==> src/hw/rtl/erp_pkg.sv <==
// Encoder reply parser package: transfer types, character codes, status codes.
// No dependencies; imported by every module of the parser.
package erp_pkg;

  localparam int unsigned MAX_DIGITS_DEF = 9;
  localparam int unsigned ACC_W          = 40;
  localparam int unsigned POS_W          = 3;

  localparam logic [7:0] CH_MINUS = 8'd45;
  localparam logic [7:0] CH_EQUAL = 8'd61;
  localparam logic [7:0] CH_COLON = 8'd58;
  localparam logic [7:0] CH_CR    = 8'd13;
  localparam logic [7:0] CH_ZERO  = 8'd48;

  // Header check happens on this byte of the frame
  localparam logic [POS_W-1:0] HDR_EQ_POS = 3'd4;
  localparam logic [POS_W-1:0] SIGN1_POS  = 3'd5;

  typedef enum logic [1:0] {
    ST_OK         = 2'd0,
    ST_BAD_HEADER = 2'd1,
    ST_TOO_MANY   = 2'd2
  } status_t;

  typedef enum logic [2:0] {
    PH_IDLE,
    PH_HEADER,
    PH_SIGN1,
    PH_DIGITS1,
    PH_SIGN2,
    PH_DIGITS2
  } phase_t;

  typedef struct packed {
    logic [7:0] rx_byte;
    logic       frame_start;
  } in_item_t;

  typedef struct packed {
    logic signed [31:0] first_count;
    logic signed [31:0] second_count;
    logic [1:0]         status;
  } out_item_t;

endpackage

==> src/hw/rtl/erp_in_stage.sv <==
// Input register of the encoder reply parser.
// Depends on erp_pkg for the input transfer type.
module erp_in_stage (
  input  logic              clk,
  input  logic              rst_n,
  input  logic              in_valid,
  output logic              in_stall,
  input  erp_pkg::in_item_t in_data,
  input  logic              advance,
  output logic              s1_valid,
  output erp_pkg::in_item_t s1_item
);
  import erp_pkg::*;

  logic     s1_valid_r;
  in_item_t s1_item_r;
  logic     accept;

  assign in_stall = s1_valid_r && !advance;
  assign accept   = in_valid && !in_stall;

  always_ff @(posedge clk) begin
    if (!rst_n) begin
      s1_valid_r <= 1'b0;
    end else if (accept) begin
      s1_valid_r <= 1'b1;
    end else if (advance) begin
      s1_valid_r <= 1'b0;
    end
  end

  always_ff @(posedge clk) begin
    if (accept) begin
      s1_item_r <= in_data;
    end
  end

  assign s1_valid = s1_valid_r;
  assign s1_item  = s1_item_r;

endmodule

==> src/hw/rtl/erp_parse.sv <==
// Frame parser state and digit accumulators of the encoder reply parser.
// Depends on erp_pkg for phases, character codes and transfer types.
module erp_parse #(
  parameter int unsigned MAX_DIGITS = erp_pkg::MAX_DIGITS_DEF
) (
  input  logic               clk,
  input  logic               rst_n,
  input  logic               step,
  input  erp_pkg::in_item_t  item,
  output logic               res_valid,
  output erp_pkg::out_item_t res
);
  import erp_pkg::*;

  localparam int unsigned DCW = $clog2(MAX_DIGITS + 1);
  localparam logic [DCW-1:0] DMAX = DCW'(MAX_DIGITS);

  phase_t                  phase_r, phase_nxt;
  logic [POS_W-1:0]        pos_r, pos_nxt;
  logic                    neg1_r, neg1_nxt;
  logic                    neg2_r, neg2_nxt;
  logic signed [ACC_W-1:0] acc1_r, acc1_nxt;
  logic signed [ACC_W-1:0] acc2_r, acc2_nxt;
  logic [DCW-1:0]          dcnt_r, dcnt_nxt;

  logic                    is_minus, is_colon, is_cr, is_eq, dig_full;
  logic [POS_W-1:0]        pos_inc;
  logic signed [ACC_W-1:0] dig_val, acc1_up, acc2_up;
  logic                    emit;

  function automatic logic signed [31:0] sat32(input logic signed [ACC_W-1:0] acc,
                                               input logic neg);
    logic signed [ACC_W-1:0] v;
    v = neg ? -acc : acc;
    if (v > ACC_W'(64'sd2147483647)) begin
      sat32 = 32'sh7FFF_FFFF;
    end else if (v < -(ACC_W'(64'sd2147483648))) begin
      sat32 = 32'sh8000_0000;
    end else begin
      sat32 = v[31:0];
    end
  endfunction

  assign is_minus = item.rx_byte == CH_MINUS;
  assign is_colon = item.rx_byte == CH_COLON;
  assign is_cr    = item.rx_byte == CH_CR;
  assign is_eq    = item.rx_byte == CH_EQUAL;
  assign dig_full = dcnt_r >= DMAX;
  assign pos_inc  = pos_r + 1'b1;

  // Any byte in a digit slot counts, even a non-numeric one
  assign dig_val = $signed({{(ACC_W-8){1'b0}}, item.rx_byte})
                 - $signed({{(ACC_W-8){1'b0}}, CH_ZERO});
  assign acc1_up = (acc1_r <<< 3) + (acc1_r <<< 1) + dig_val;
  assign acc2_up = (acc2_r <<< 3) + (acc2_r <<< 1) + dig_val;

  // Next phase
  always_comb begin
    phase_nxt = phase_r;
    if (item.frame_start) begin
      phase_nxt = PH_HEADER;
    end else begin
      case (phase_r)
        PH_HEADER: begin
          if (pos_inc == HDR_EQ_POS) begin
            phase_nxt = is_eq ? PH_SIGN1 : PH_IDLE;
          end
        end
        PH_SIGN1: begin
          if (is_minus) begin
            phase_nxt = PH_DIGITS1;
          end else if (is_colon) begin
            phase_nxt = PH_SIGN2;
          end else begin
            phase_nxt = dig_full ? PH_IDLE : PH_DIGITS1;
          end
        end
        PH_DIGITS1: begin
          if (is_colon) begin
            phase_nxt = PH_SIGN2;
          end else if (dig_full) begin
            phase_nxt = PH_IDLE;
          end
        end
        PH_SIGN2: begin
          if (is_minus) begin
            phase_nxt = PH_DIGITS2;
          end else if (is_cr || dig_full) begin
            phase_nxt = PH_IDLE;
          end else begin
            phase_nxt = PH_DIGITS2;
          end
        end
        PH_DIGITS2: begin
          if (is_cr || dig_full) begin
            phase_nxt = PH_IDLE;
          end
        end
        default: phase_nxt = PH_IDLE;
      endcase
    end
  end

  // Datapath and result
  always_comb begin
    pos_nxt          = pos_r;
    neg1_nxt         = neg1_r;
    neg2_nxt         = neg2_r;
    acc1_nxt         = acc1_r;
    acc2_nxt         = acc2_r;
    dcnt_nxt         = dcnt_r;
    emit             = 1'b0;
    res.first_count  = '0;
    res.second_count = '0;
    res.status       = ST_OK;
    if (item.frame_start) begin
      pos_nxt  = '0;
      neg1_nxt = 1'b0;
      neg2_nxt = 1'b0;
      acc1_nxt = '0;
      acc2_nxt = '0;
      dcnt_nxt = '0;
    end else begin
      case (phase_r)
        PH_HEADER: begin
          pos_nxt = pos_inc;
          if (pos_inc == HDR_EQ_POS) begin
            if (!is_eq) begin
              emit       = 1'b1;
              res.status = ST_BAD_HEADER;
            end else begin
              dcnt_nxt = '0;
            end
          end
        end
        PH_SIGN1, PH_DIGITS1: begin
          if (phase_r == PH_SIGN1) begin
            pos_nxt = SIGN1_POS;
          end
          if (phase_r == PH_SIGN1 && is_minus) begin
            neg1_nxt = 1'b1;
          end else if (is_colon) begin
            dcnt_nxt = '0;
          end else if (dig_full) begin
            emit       = 1'b1;
            res.status = ST_TOO_MANY;
          end else begin
            acc1_nxt = acc1_up;
            dcnt_nxt = dcnt_r + 1'b1;
          end
        end
        PH_SIGN2, PH_DIGITS2: begin
          if (phase_r == PH_SIGN2 && is_minus) begin
            neg2_nxt = 1'b1;
          end else if (is_cr) begin
            emit             = 1'b1;
            res.first_count  = sat32(acc1_r, neg1_r);
            res.second_count = sat32(acc2_r, neg2_r);
          end else if (dig_full) begin
            emit       = 1'b1;
            res.status = ST_TOO_MANY;
          end else begin
            acc2_nxt = acc2_up;
            dcnt_nxt = dcnt_r + 1'b1;
          end
        end
        default: emit = 1'b0;
      endcase
    end
  end

  assign res_valid = step && emit;

  always_ff @(posedge clk) begin
    if (!rst_n) begin
      phase_r <= PH_IDLE;
      pos_r   <= '0;
      neg1_r  <= 1'b0;
      neg2_r  <= 1'b0;
      acc1_r  <= '0;
      acc2_r  <= '0;
      dcnt_r  <= '0;
    end else if (step) begin
      phase_r <= phase_nxt;
      pos_r   <= pos_nxt;
      neg1_r  <= neg1_nxt;
      neg2_r  <= neg2_nxt;
      acc1_r  <= acc1_nxt;
      acc2_r  <= acc2_nxt;
      dcnt_r  <= dcnt_nxt;
    end
  end

endmodule

==> src/hw/rtl/erp_out_stage.sv <==
// Result register of the encoder reply parser.
// Depends on erp_pkg for the result transfer type.
module erp_out_stage (
  input  logic               clk,
  input  logic               rst_n,
  input  logic               res_valid,
  input  erp_pkg::out_item_t res,
  output logic               advance,
  output logic               out_valid,
  input  logic               out_stall,
  output erp_pkg::out_item_t out_data
);
  import erp_pkg::*;

  logic      out_valid_r;
  out_item_t out_data_r;

  // Register is free when empty or being taken this cycle
  assign advance = !out_valid_r || !out_stall;

  always_ff @(posedge clk) begin
    if (!rst_n) begin
      out_valid_r <= 1'b0;
    end else if (advance) begin
      out_valid_r <= res_valid;
    end
  end

  always_ff @(posedge clk) begin
    if (advance && res_valid) begin
      out_data_r <= res;
    end
  end

  assign out_valid = out_valid_r;
  assign out_data  = out_data_r;

endmodule

==> src/hw/rtl/encoder_reply_parser.sv <==
// Encoder reply parser top level: input register, frame parser, result register.
// Depends on erp_pkg, erp_in_stage, erp_parse and erp_out_stage.
//
//   channel  | ports                          | carries
//   ---------+--------------------------------+-------------------------------------
//   input    | in_valid, in_stall, in_data    | one reply byte plus frame start mark
//   result   | out_valid, out_stall, out_data | two saturated counts plus status
//
// One byte per clock is taken while the result side does not stall; a byte passes
// through the input register and is then parsed into the result register.
// A result appears only for the closing CR, a bad header or a digit overflow.
// Reset (rst_n low, synchronous) empties both registers and returns the parser
// to idle, so bytes are ignored until the next frame start.
// A stall on the result side holds the result register; the input side then
// stalls only while its own register is also full.
module encoder_reply_parser #(
  parameter int unsigned MAX_DIGITS = erp_pkg::MAX_DIGITS_DEF
) (
  input  logic               clk,
  input  logic               rst_n,
  input  logic               in_valid,
  output logic               in_stall,
  input  erp_pkg::in_item_t  in_data,
  output logic               out_valid,
  input  logic               out_stall,
  output erp_pkg::out_item_t out_data
);
  import erp_pkg::*;

  logic      advance;      // result register can take a new value
  logic      s1_valid;     // byte waiting in the input register
  in_item_t  s1_item;
  logic      res_valid;    // parser produces a result this cycle
  out_item_t res;

  erp_in_stage u_in (
    .clk      (clk),
    .rst_n    (rst_n),
    .in_valid (in_valid),
    .in_stall (in_stall),
    .in_data  (in_data),
    .advance  (advance),
    .s1_valid (s1_valid),
    .s1_item  (s1_item)
  );

  // Parser state moves only when the byte can leave the input register
  erp_parse #(
    .MAX_DIGITS (MAX_DIGITS)
  ) u_parse (
    .clk       (clk),
    .rst_n     (rst_n),
    .step      (s1_valid && advance),
    .item      (s1_item),
    .res_valid (res_valid),
    .res       (res)
  );

  erp_out_stage u_out (
    .clk       (clk),
    .rst_n     (rst_n),
    .res_valid (res_valid),
    .res       (res),
    .advance   (advance),
    .out_valid (out_valid),
    .out_stall (out_stall),
    .out_data  (out_data)
  );

endmodule

==> config.mk <==
export PLATFORM = sky130hd
export DESIGN_NAME = encoder_reply_parser
export DESIGN_NICKNAME = d
export VERILOG_FILES = /design/src/hw/rtl/erp_pkg.sv /design/src/hw/rtl/erp_in_stage.sv /design/src/hw/rtl/erp_parse.sv /design/src/hw/rtl/erp_out_stage.sv /design/src/hw/rtl/encoder_reply_parser.sv
export SDC_FILE = /design/constraint.sdc
export NUM_CORES = 1
export LEC_CHECK = 0
export BUFFER_PORTS_ARGS = -buffer_cell sky130_fd_sc_hd__buf_2
export CORE_ASPECT_RATIO = 0.5
export CORE_MARGIN = 1
export CORE_UTILIZATION = 49
export CTS_BUF_LIST = sky130_fd_sc_hd__clkbuf_8 sky130_fd_sc_hd__clkbuf_16
export DETAILED_ROUTE_END_ITERATION = 6
export GPL_ROUTABILITY_DRIVEN = 1
export PLACE_DENSITY = 0.7
export SLEW_MARGIN = 20
export SYNTH_ARGS = -nofsm -noshare
export SYNTH_HDL_FRONTEND = slang
export SYNTH_HIERARCHICAL = 1
export SYNTH_SLANG_ARGS = --single-unit
==> constraint.sdc <==
create_clock -name clk -period 27.5 [get_ports clk]
set_clock_uncertainty 0.1 [all_clocks]
set_input_delay 2.75 -clock clk [delete_from_list [all_inputs] [get_ports clk]]
set_output_delay 2.75 -clock clk [all_outputs]
set_load 0.01 [all_outputs]
### After elaboration in Yosys (flattened, before gate mapping)

Cells that the tools add are included.

* input bits: 13
* register bits: 169
* logic and storage cells: 152

* bitwise gates (word level): 2
* reduce and logical (&&, ||, !) cells: 32
* add/subtract/negate cells: 9
* order comparisons: 5
* equal/unequal tests: 23
* multiplexer cells: 65

Operator list (count)
* 40-bit 2-to-1 mux: 12
* 40-bit adder: 4
* 32-bit 2-to-1 mux: 4
* 40-bit by 32-bit greater-than comparator with 1-bit output, second input constant: 2
* 40-bit by 32-bit less-than comparator with 1-bit output, second input constant: 2
* 40-bit negation: 2
* 3-bit 2-to-1 mux: 11
* 4-bit 2-to-1 mux: 8
* 8-bit by 6-bit equality test with 1-bit output, second input constant: 3
* 1-bit 2-to-1 mux: 17
* 2-bit 2-to-1 mux: 8
* 3-bit case mux with 5 select lines: 1
* 3-bit by 2-bit != test with 1-bit output, second input constant: 4
* 4-bit case mux with 3 select lines: 1
* 2-bit != test, second input constant: 5
* 5-bit AND reduction: 2
* 2-bit nonzero test: 5
* 5-bit OR reduction: 2
* 3-bit equality test, second input constant: 3
* 3-bit != test, second input constant: 3
* 3-bit AND reduction: 3
* 8-bit by 6-bit subtractor with 9-bit output, second input constant: 1
* 8-bit by 4-bit equality test with 1-bit output, second input constant: 1
* 1-bit logical AND: 7
* other kinds (18): 25

### Longest topological paths before layout

Gate-level depths: netlist of the first run.

* depth in word-level cells: 8
* mapped depth: 16
* gate-level depth less buffers: 16

### By module

The synthesis of the first run kept the hierarchy.

By module, submodules not included
* erp_parse: cells each 1364, area an instance 11353.4 sq um, seq. area each 1841.8 sq um, times used 1
* erp_out_stage: cells each 71, area an instance 2023.2 sq um, seq. area each 2001.9 sq um, times used 1
* erp_in_stage: cells each 13, area an instance 317.8 sq um, seq. area each 290.3 sq um, times used 1
* encoder_reply_parser: cells each 1, area an instance 6.3 sq um, seq. area each 0.0 sq um, times used 1

### Worst setup path after synthesis of the first run

Ideal clock, no wire load.

* kind: flip-flop to flip-flop
* start: reg u_in.s1_item_r (netlist bit u_in/s1_item[6])
* end: reg u_parse.acc2_r[33]
* arrival time: 9.975 ns
* data required time: 27.283 ns
* period minus slack after synthesis: 10.192 ns
* setup slack: 17.308 ns
* cell stages (with the launch flop): 15
* buffers on the path: 0
* setup time: 0.117 ns
* path through: edfxtp_1 -> ha_1 -> nor3_1 -> fa_1 -> ha_1 -> a21oi_1 -> o21bai_1 -> a21oi_1 -> a21oi_1 -> or4b_2 -> o22a_1 -> a211o_1 -> a31oi_1 -> xnor2_1 -> a22o_1

* cells in the longest elaborated chain, start to end: 7
* elaborated cells between the ends (all ways): 13
* those cells by class: 2 x add/sub; 4 x eq/ne; 5 x mux; 2 x reduce/logical

Ends and longest elaborated chain
* from (decl): line erp_in_stage.sv:16 `in_item_t s1_item_r;`
* from (signal assigned): line erp_in_stage.sv:34 `s1_item_r <= in_data;`
* 8-bit by 6-bit subtractor with 9-bit output: line erp_parse.sv:53 `- $signed({{(ACC_W-8){1'b0}}, CH_ZERO});`
* 40-bit adder: line erp_parse.sv:55 `assign acc2_up = (acc2_r <<< 3) + (acc2_r <<< 1) + dig_val;`
* 40-bit 2-to-1 mux: line erp_parse.sv:159 `end else if (dig_full) begin`
* 40-bit 2-to-1 mux: line erp_parse.sv:155 `end else if (is_cr) begin`
* 40-bit 2-to-1 mux: line erp_parse.sv:153 `if (phase_r == PH_SIGN2 && is_minus) begin`
* 40-bit 2-to-1 mux: line erp_parse.sv:124 `case (phase_r)`
* 40-bit 2-to-1 mux: line erp_parse.sv:116 `if (item.frame_start) begin`
* to (signal assigned): line erp_parse.sv:189 `acc2_r <= acc2_nxt;`
* to (decl): line erp_parse.sv:23 `logic signed [ACC_W-1:0] acc2_r, acc2_nxt;`

Several ways; a longest one is shown, not always the timed one. The select of a mux whose other input is x is not followed.
A chain may end at the register's enable or synchronous reset.

### Worst setup path in the final report of the first run

* start: in out_stall
* end: out in_stall

* cells in the longest elaborated chain, start to end: 4

Ends and longest elaborated chain
* from (decl): line encoder_reply_parser.sv:25 `input logic out_stall,`
* 1-bit logical NOT: line erp_out_stage.sv:19 `assign advance = !out_valid_r || !out_stall;`
* 1-bit logical OR: line erp_out_stage.sv:19
* via advance: line encoder_reply_parser.sv:30 `logic advance;`
* 1-bit logical NOT: line erp_in_stage.sv:19 `assign in_stall = s1_valid_r && !advance;`
* 1-bit logical AND: line erp_in_stage.sv:19
* to (decl): line encoder_reply_parser.sv:22 `output logic in_stall,`

The timed path passes the listed nets, and every way through them passes these cells.

==> summary.md, run 1 <==
| Metric | Value |
|---|---|
| Post-Synthesis Cells | 1449 |
| Worst Path Arrival | 3.21 ns |
| Delay of the slowest cell on the worst path | 0.14 ns |
| Post-synth EDFFs | 75 |
| Cell taking the most area after synthesis | edfxtp_1 |
| Cell mode on critical path | buf_2 |
| Pin count of the biggest net entering global routing | 51 |
| Row cnt | 42 |
| Clock Sinks | 169 |
| Top cells by area, synth | edfxtp_1, dfxtp_1, fa_1, ha_1, xor2_1 |
| Die height | 120 µm |
| Hold Buf Count CTS | 0 |
| Critical Path RT | 24.65 ns |
| HPWL Detailed | 24600 µm |
| Most used DFF post-synth | dfxtp_1 |
| Crit Path Category | in -> out |
| First-pass GRT wire length | 54400 µm |
| Worst setup SP type | input port |
| Crit-path slowest cell | nor2b_4 |
| FF+latch count, synth | 169 |
| Minimum clock period | 6.06 ns |
| Post-CTS setup buffers | 0 |
| Die width | 238 µm |
| Via count | 11.1k |
| N_diodes | 0 |
| Hold WC Path Type | reg -> reg |
| Num CTS Buffers | 17 |
| P per Cell Area | 40.1 nW/µm² |
| Drt initial violations | 742 |
| Net Count, Synth | 1626 |
| Tightest Pin Transition | 1.02 ns |
| Crit path max-delay family | simple AND/OR/NAND/NOR gates |
| CTS tree | built |
| Fmax | 165 MHz |
| Fin nets | 1675 |
| RePlAce Congestion | 0.916 |
| H-tree depth | 4 |
| Bufs and invs on worst path | 2 |
| Area Growth Syn to Fin | 9.38% |
| Final setup vio count | 0 |
| Worst-Skew Late Latency | 0.46 ns |
| # Max-Cap Violations | 0 |
| Post-synthesis sequential area ratio | 0.302 |
| RSZ-0062 raised after global routing | no |
| Maximum VDD drop | 37.8 µV |
| Netlist cell types | 89 |
| Die area | 28700 µm² |
| Yosys top cell area share | 0.164 |
| Fillers | 2384 |
| Root buf cell | clkbuf_16 |
| Pre-CTS setup slack | 21.43 ns |
| Post-synth design cell area | 13700 µm² |
| Final Util | 0.556 |
| Endpoint type of the worst setup path | output port |
| Yosys warning count | 6 |
| GR Overflow Total | 0 |
| Vias per cell | 5.90 |
| Fin crit share | 0.220 |
| Detail Route Antenna Nets | 0 |
| # IOs | 81 |
| Cell Chain, Critical Path | buf_2, nand2_1, nor2b_4, buf_2 |
| Max-slew headroom | 0.318 |
| Clk slew on worst S/H paths | 0.07 ns |
| Post-Route WL | 33000 µm |
| Post-synthesis async set-or-reset flop share | 0 |
| Drt wl/cell | 17.5 µm |
| Count of pins over their slew limit | 0 |
| Starting density of the core | 0.508 |
| Core area | 27000 µm² |
| Status | finished clean |
| Final hold slack | 0.377 ns |
| Final Hold Viols | 0 |
| Syn_area_per_cell | 9.46 µm² |
| CTS Buffer Depth | 2 |
| Setup TNS | 0 ns |
| LEAKAGE | 6.89 nW |
| Vias in the first global route | 11.0k |
| I/O Buffers | 80 |
| Worst-path fanout max | 3 |
| Cts repair resizes | 0 |
| Residual DRC count | 0 |
| Share of cells above drive strength 1 | 0.108 |
| GRT Util Overall | 0.237 |
| Final WS setup | 21.44 ns |
| Drt pass-1 iters | 5 |
| Initial antenna violation count | 0 |
-- flip-flops by register name, indices dropped and copies added (netlist names) --
signal	count
u_in/s1_valid	1
u_parse/acc1_r	40
u_out/out_valid	1
u_parse/dcnt_r	4
u_parse/neg1_r	1
u_parse/pos_r	3
u_parse/phase_r	3
u_parse/neg2_r	1
u_in/s1_item	9
u_out/out_data	66
u_parse/acc2_r	40
-- tightest hold or removal path: cells and delay by family, from the launching register on --
family           cells  cell delay, ns
AO/OA/AOI/OAI        1            0.06
flip-flops           1            0.32
AND/OR/NAND/NOR      1            0.05
-- where the power goes --
part	total (mW)	internal, mW	leakage [nW]	switching (mW)
clock	0.250	0.144	0.306	0.106
combinational	0.0820	0.0326	4.97	0.0494
sequential	0.269	0.263	1.61	0.00574
total	0.601	0.439	6.89	0.161
-- stage by stage --
| stage | total power, mW | cells | cell area [µm²] |
|---|---|---|---|
| after global routing | 0.624 | 1885 | 15000 |
| after detailed placement | 0.355 | 1853 | 14400 |
| final | 0.601 | 1885 | 15000 |
| after CTS | 0.604 | 1885 | 15000 |
| after global placement | 0.352 | 1853 | 14400 |
| after floorplan | 0.336 | 1449 | 13700 |
-- cells in the final DEF, fill, tap and decap left out, drive strengths merged, types with 7 or more instances in the layout --
cell type / n
nor3: 24
xnor2: 40
inv: 57
a21boi: 9
nand2: 106
nor4: 14
edfxtp: 75
a21oi: 81
o31ai: 31
or4: 13
nand2b: 19
nand3: 32
o21a: 11
o21bai: 11
mux2i: 7
nor2b: 56
a22oi: 26
a211oi: 8
and2: 12
o21ai: 143
a211o: 9
clkbuf: 22
a31oi: 11
xor2: 92
and3: 13
a22o: 19
buf: 91
nor2: 68
ha: 90
o41ai: 10
dfxtp: 94
or3: 13
a21o: 39
nand4: 11
fa: 74
-- area by class of cell --
class                   count  area (µm²)  share of cell area
clock buffers              22         517              0.0345
inverters                  52         195              0.0130
flip-flops and latches    169        4130               0.276
repair buffers             91         483              0.0322
clock inverters            10         101             0.00676
multi-input cells        1167        9090               0.606
well taps                 374         468              0.0312
-- logic make-up after synthesis --
| family | share of synthesized area |
|---|---|
| AOI/OAI and AO/OA | 0.217 |
| and+or+nand+nor | 0.162 |
| DFF | 0.302 |
| xor gates and xnor gates | 0.0844 |
| buffers and inverters | 0.0363 |
| adders and majority gates | 0.190 |
| muxes | 0.00758 |
-- routing by layer --
metal / track usage / wire, µm / up-vias
met5: 0 / 0 / -
met4: 0.0685 / 494 / 0
met3: 0.0404 / 1240 / 41
met2: 0.415 / 16200 / 240
met1: 0.302 / 15000 / 5434
li1: - / - / 5403
-- cell usage after synthesis, types with 4 or more instances --
master,instances
nand2_1,105
buf_2,4
nand4_1,10
xor2_1,92
o21ai_0,110
o41ai_1,10
nand3_1,32
o21bai_1,11
o31ai_1,30
xnor2_1,40
mux2i_1,7
a22o_1,19
or4_4,4
a21o_1,38
or2_2,4
a211o_1,9
a41oi_1,4
or3_1,12
a21boi_0,8
a31oi_1,11
ha_1,90
o211ai_1,4
or4_1,9
a21oi_1,81
o21ai_1,31
a22oi_1,26
nor3_1,24
nor3b_1,6
a32oi_1,6
nor2_1,68
a211oi_1,8
nand2b_1,18
edfxtp_1,75
nor2b_1,55
o21a_1,11
dfxtp_1,94
nand3b_1,4
and2_1,12
fa_1,74
nor4_1,9
inv_1,52
buf_1,6
a32o_1,6
and3_1,12
clkbuf_1,39
-- final timing paths --
| path | slack, ns | start | endpoint | cells after the start |
|---|---|---|---|---|
| worst max register to register | 22.15 | u_in/s1_item[6] | u_parse/acc1_r[38] | 16 |
| worst min-delay path | 0.38 | u_parse/pos_r[1] | u_parse/pos_r[1] | 2 |
| worst min register to register | 0.38 | u_parse/pos_r[1] | u_parse/pos_r[1] | 2 |
| worst max-delay path | 21.44 | out_stall | in_stall | 4 |
Power figures use the tool's default switching activity.
==> run 2, diff against run 1 <==
ABC_AREA = 1   (was default)
PLACE_DENSITY = 0.73   (was 0.7)
clock period = 5 ns   (was 27.5 ns; I/O delays follow)
==> run 2 against run 1 <==
Cell count is 42% higher; first-iteration DRC count is 100% higher; flip-flop and latch count stayed put; design area is 14% higher; critical path depth is 13 higher; via count is 35% higher; sequential power grew to 5.5 times the previous value; die area is 15% higher; critical endpoint is now u_parse/acc2_r[35]; area after synthesis is 15% higher.
==> summary.md, run 2 <==
| Metric | Value |
|---|---|
| Maximum VDD drop | 212 µV (+460%) |
| Vias per cell | 5.61 (-4.8%) |
| Most frequent cells in the layout | nand2_1, nor2_1, a21oi_1 |
| Fin nets | 2413 (+44%) |
| R2R Setup Slk | 0.66 ns (-21.49 ns) |
| Seq. cell area | 4130 µm² (unchanged) |
| Drt pass-1 iters | 6 (+1) |
| Netlist cell types | 53 (-40%) |
| CTS tree | built |
| Post-Place Cell Area | 16400 µm² (+14%) |
| Drt wl/cell | 16.5 µm (-5.9%) |
| Crit. path cell count | 17 (+13) |
| Post-CTS setup buffers | 0 (unchanged) |
| Simple-gate area share of the yosys netlist | 0.290 (+0.128) |
| First-pass GRT wire length | 71500 µm (+32%) |
| Worst-case reg-to-reg path depth | 17 (+1) |
| Yosys warning count | 6 (unchanged) |
| Final Hold Viols | 0 (unchanged) |
| Most used DFF post-synth | dfxtp_1 |
| Area Growth Syn to Fin | 8.24% |
| Core area | 31000 µm² (+15%) |
| FF+latch count, synth | 169 (unchanged) |
| Bufs and invs on worst path | 3 (+1) |
| Max-slew headroom | 0.273 (-0.0452) |
| # Max-Cap Violations | 0 (unchanged) |
| Status | finished clean |
| GRT Util Overall | 0.271 (+0.0335) |
| Via count | 15.0k (+35%) |
| Hold WC Path Type | in -> reg |
| RePlAce Congestion | 0.983 (+7.3%) |
| Clk slew on worst S/H paths | 0.08 ns (about the same) |
| Cell mode on critical path | nand2_1 |
| Crit-path slowest cell | inv_2 |
| Post-synthesis compound-gate area fraction | 0.167 (-0.0507) |
| Endpoint type of the worst setup path | flop |
| Critical Path RT | 5.21 ns (-19.44 ns) |
| Worst Path Arrival | 4.55 ns (+1.34 ns) |
| Xor/xnor cell area share of the yosys netlist | 0.0472 (-0.0372) |
| Synth top cells by count | nand2_1, nor2_1, a21oi_1, inv_1 |
| Die height | 129 µm (+7.1%) |
| Mux share of post-synthesis cell area | 0 (-0.00758) |
| Most numerous cell in the Yosys netlist | nand2_1 |
| Worst-path fanout max | 31 (+28) |
| Row cnt | 45 (+7.1%) |
| Setup crit end | u_parse/acc2_r[35] |
| Final Cell Area | 17000 µm² (+14%) |
| Crit Path Category | reg -> reg |
| Minimum clock period | 4.34 ns |
| Vias in the first global route | 14.0k (+27%) |
| Fmax | 231 MHz |
| Post-synthesis adder-cell area fraction | 0.166 (-0.0247) |
| Setup TNS | 0 ns (unchanged) |
| Worst setup SP type | flop |
| Share of cells above drive strength 1 | 0.112 (+0.00373) |
| Top cells by area, synth | edfxtp_1, nand2_1, dfxtp_1, fa_1, ha_1 |
| Yosys top cell area share | 0.143 (-0.0213) |
| Post-synth EDFFs | 75 (unchanged) |
| Crit path max-delay family | adder cells |
| Cell Chain, Critical Path | ha_1, nand2_1, nand2_1, inv_2, buf_12, fa_1, ha_1, nand2_1, nor2_1, inv_1, nor2_1, a21boi_0, o21ai_0, nand3_1, nand2_1, nand3_1, a21oi_1 |
| # IOs | 81 (unchanged) |
| Cts repair resizes | 0 (unchanged) |
| HPWL Detailed | 34200 µm (+39%) |
| Fin crit share | 0.868 |
| Drt initial violations | 1505 (+100%) |
| Count of pins over their slew limit | 0 (unchanged) |
| R2R Path End | u_parse/acc2_r[35] |
| Root buf cell | clkbuf_16 |
| Fillers | 2993 (+26%) |
| CTS Buffer Depth | 2 (unchanged) |
| Total power | 3.65 mW (+510%) |
| Syn_area_per_cell | 7.23 µm² (-23%) |
| LEAKAGE | 7.89 nW (+14%) |
| Clock Sinks | 169 (unchanged) |
| FF-to-FF Start | u_in/s1_item[6] |
| Die width | 255 µm (+7.1%) |
| Post-Synthesis Cells | 2176 (+50%) |
| P per Cell Area | 214 nW/µm² (+430%) |
| Main combinational cell family by area after synthesis | simple AND/OR/NAND/NOR gates |
| Post-synthesis async set-or-reset flop share | 0 (unchanged) |
| Starting density of the core | 0.508 (about the same) |
| Cell taking the most area after synthesis | edfxtp_1 |
| I/O Buffers | 80 (unchanged) |
| Die area | 32900 µm² (+15%) |
| Post-synthesis sequential area ratio | 0.263 (-0.0391) |
| Detail Route Antenna Nets | 0 (unchanged) |
| Tightest Pin Transition | 1.09 ns (+0.0664 ns) |
| Residual DRC count | 0 (unchanged) |
| RSZ-0062 raised after global routing | no |
| Hold Buf Count CTS | 0 (unchanged) |
| Max reg flops | 66 (unchanged) |
| Post-Route WL | 44000 µm (+33%) |
| Pin count of the biggest net entering global routing | 77 (+51%) |
| Hold-critical path depth | 1 (-1) |
| Worst-Skew Late Latency | 0.46 ns (about the same) |
| Net Count, Synth | 2353 (+45%) |
| Final setup vio count | 0 (unchanged) |
| Num CTS Buffers | 17 (unchanged) |
| N_diodes | 0 (unchanged) |
| Critical Path Source | u_in/s1_item[6] |
| GR Overflow Total | 0 (unchanged) |
| Post-synth design cell area | 15700 µm² (+15%) |
| Delay of the slowest cell on the worst path | 0.61 ns (+0.47 ns) |
| Multi-input gate area | 10600 µm² (+16%) |
| Initial antenna violation count | 0 (unchanged) |
| H-tree depth | 4 (unchanged) |
| Most common cell after layout, fill and taps aside | nand2_1 |
==> run 2: cell types whose count changed after synthesis, sizes merged, moves of 31 or more <==
cell	delta
a21o	-31
a21oi	+198
inv	+124
nand2	+505
nand3	+74
nor2	+208
nor2b	-56
xor2	-44
==> run 2: power breakdown <==
part	total, mW	internal, mW	switching [mW]
clock network	1.49	0.851	0.641
logic	0.671	0.217	0.455
registers	1.49	1.45	0.0406
==> run 2: cell type report <==
cell class / count / area share
clock buffers: 17 / 0.0250
repair buffers: 91 / 0.0291
well taps: 423 / 0.0311
inverters: 178 / 0.0393
multi-input cells: 1779 / 0.620
clock inverters: 15 / 0.0128
flip-flops and latches: 169 / 0.243
==> run 2: stage by stage <==
stage               worst slack (ns)   util  hold WS, ns  instances
floorplan                      0.190      -        0.339       2176
global placement               0.822  0.529        0.361       2640
finish                         0.662  0.550        0.124       2672
global route                   0.342  0.550       0.0996       2672
detailed placement             0.700  0.529        0.363       2640
CTS                            0.706  0.550        0.101       2672
==> run 2: kinds of logic (layout without fill, tap and decap cells) <==
kind of cell               count (synthesis)  in the layout
DFF                                      169            169
buffers and inverters                    228            301
adders and majority gates                164            164
xor gates and xnor gates                  84             84
AOI/OAI and AO/OA                        449            449
and+or+nand+nor                         1082           1082
==> run 2: worst min-delay path by stage <==
stage                       endpoint  slack [ns]        startpoint
global route         u_in/s1_item[0]         0.1        in_data[0]
CTS                  u_in/s1_item[4]        0.10        in_data[4]
floorplan           u_parse/pos_r[2]        0.34  u_parse/pos_r[2]
global placement    u_parse/pos_r[1]        0.36  u_parse/pos_r[1]
finish               u_in/s1_item[0]        0.12        in_data[0]
detailed placement  u_parse/pos_r[1]        0.36  u_parse/pos_r[1]
==> run 2: layer usage <==
layer  GRT usage  share of wire  wire (µm)  vias to the layer above
met3      0.0475          0.060       2650                       70
met2       0.450           0.46      20300                      539
met4      0.0852          0.023       1000                        0
li1            -              -          -                     7356
met5           0              0          0                        -
met1       0.362           0.46      20100                     7036
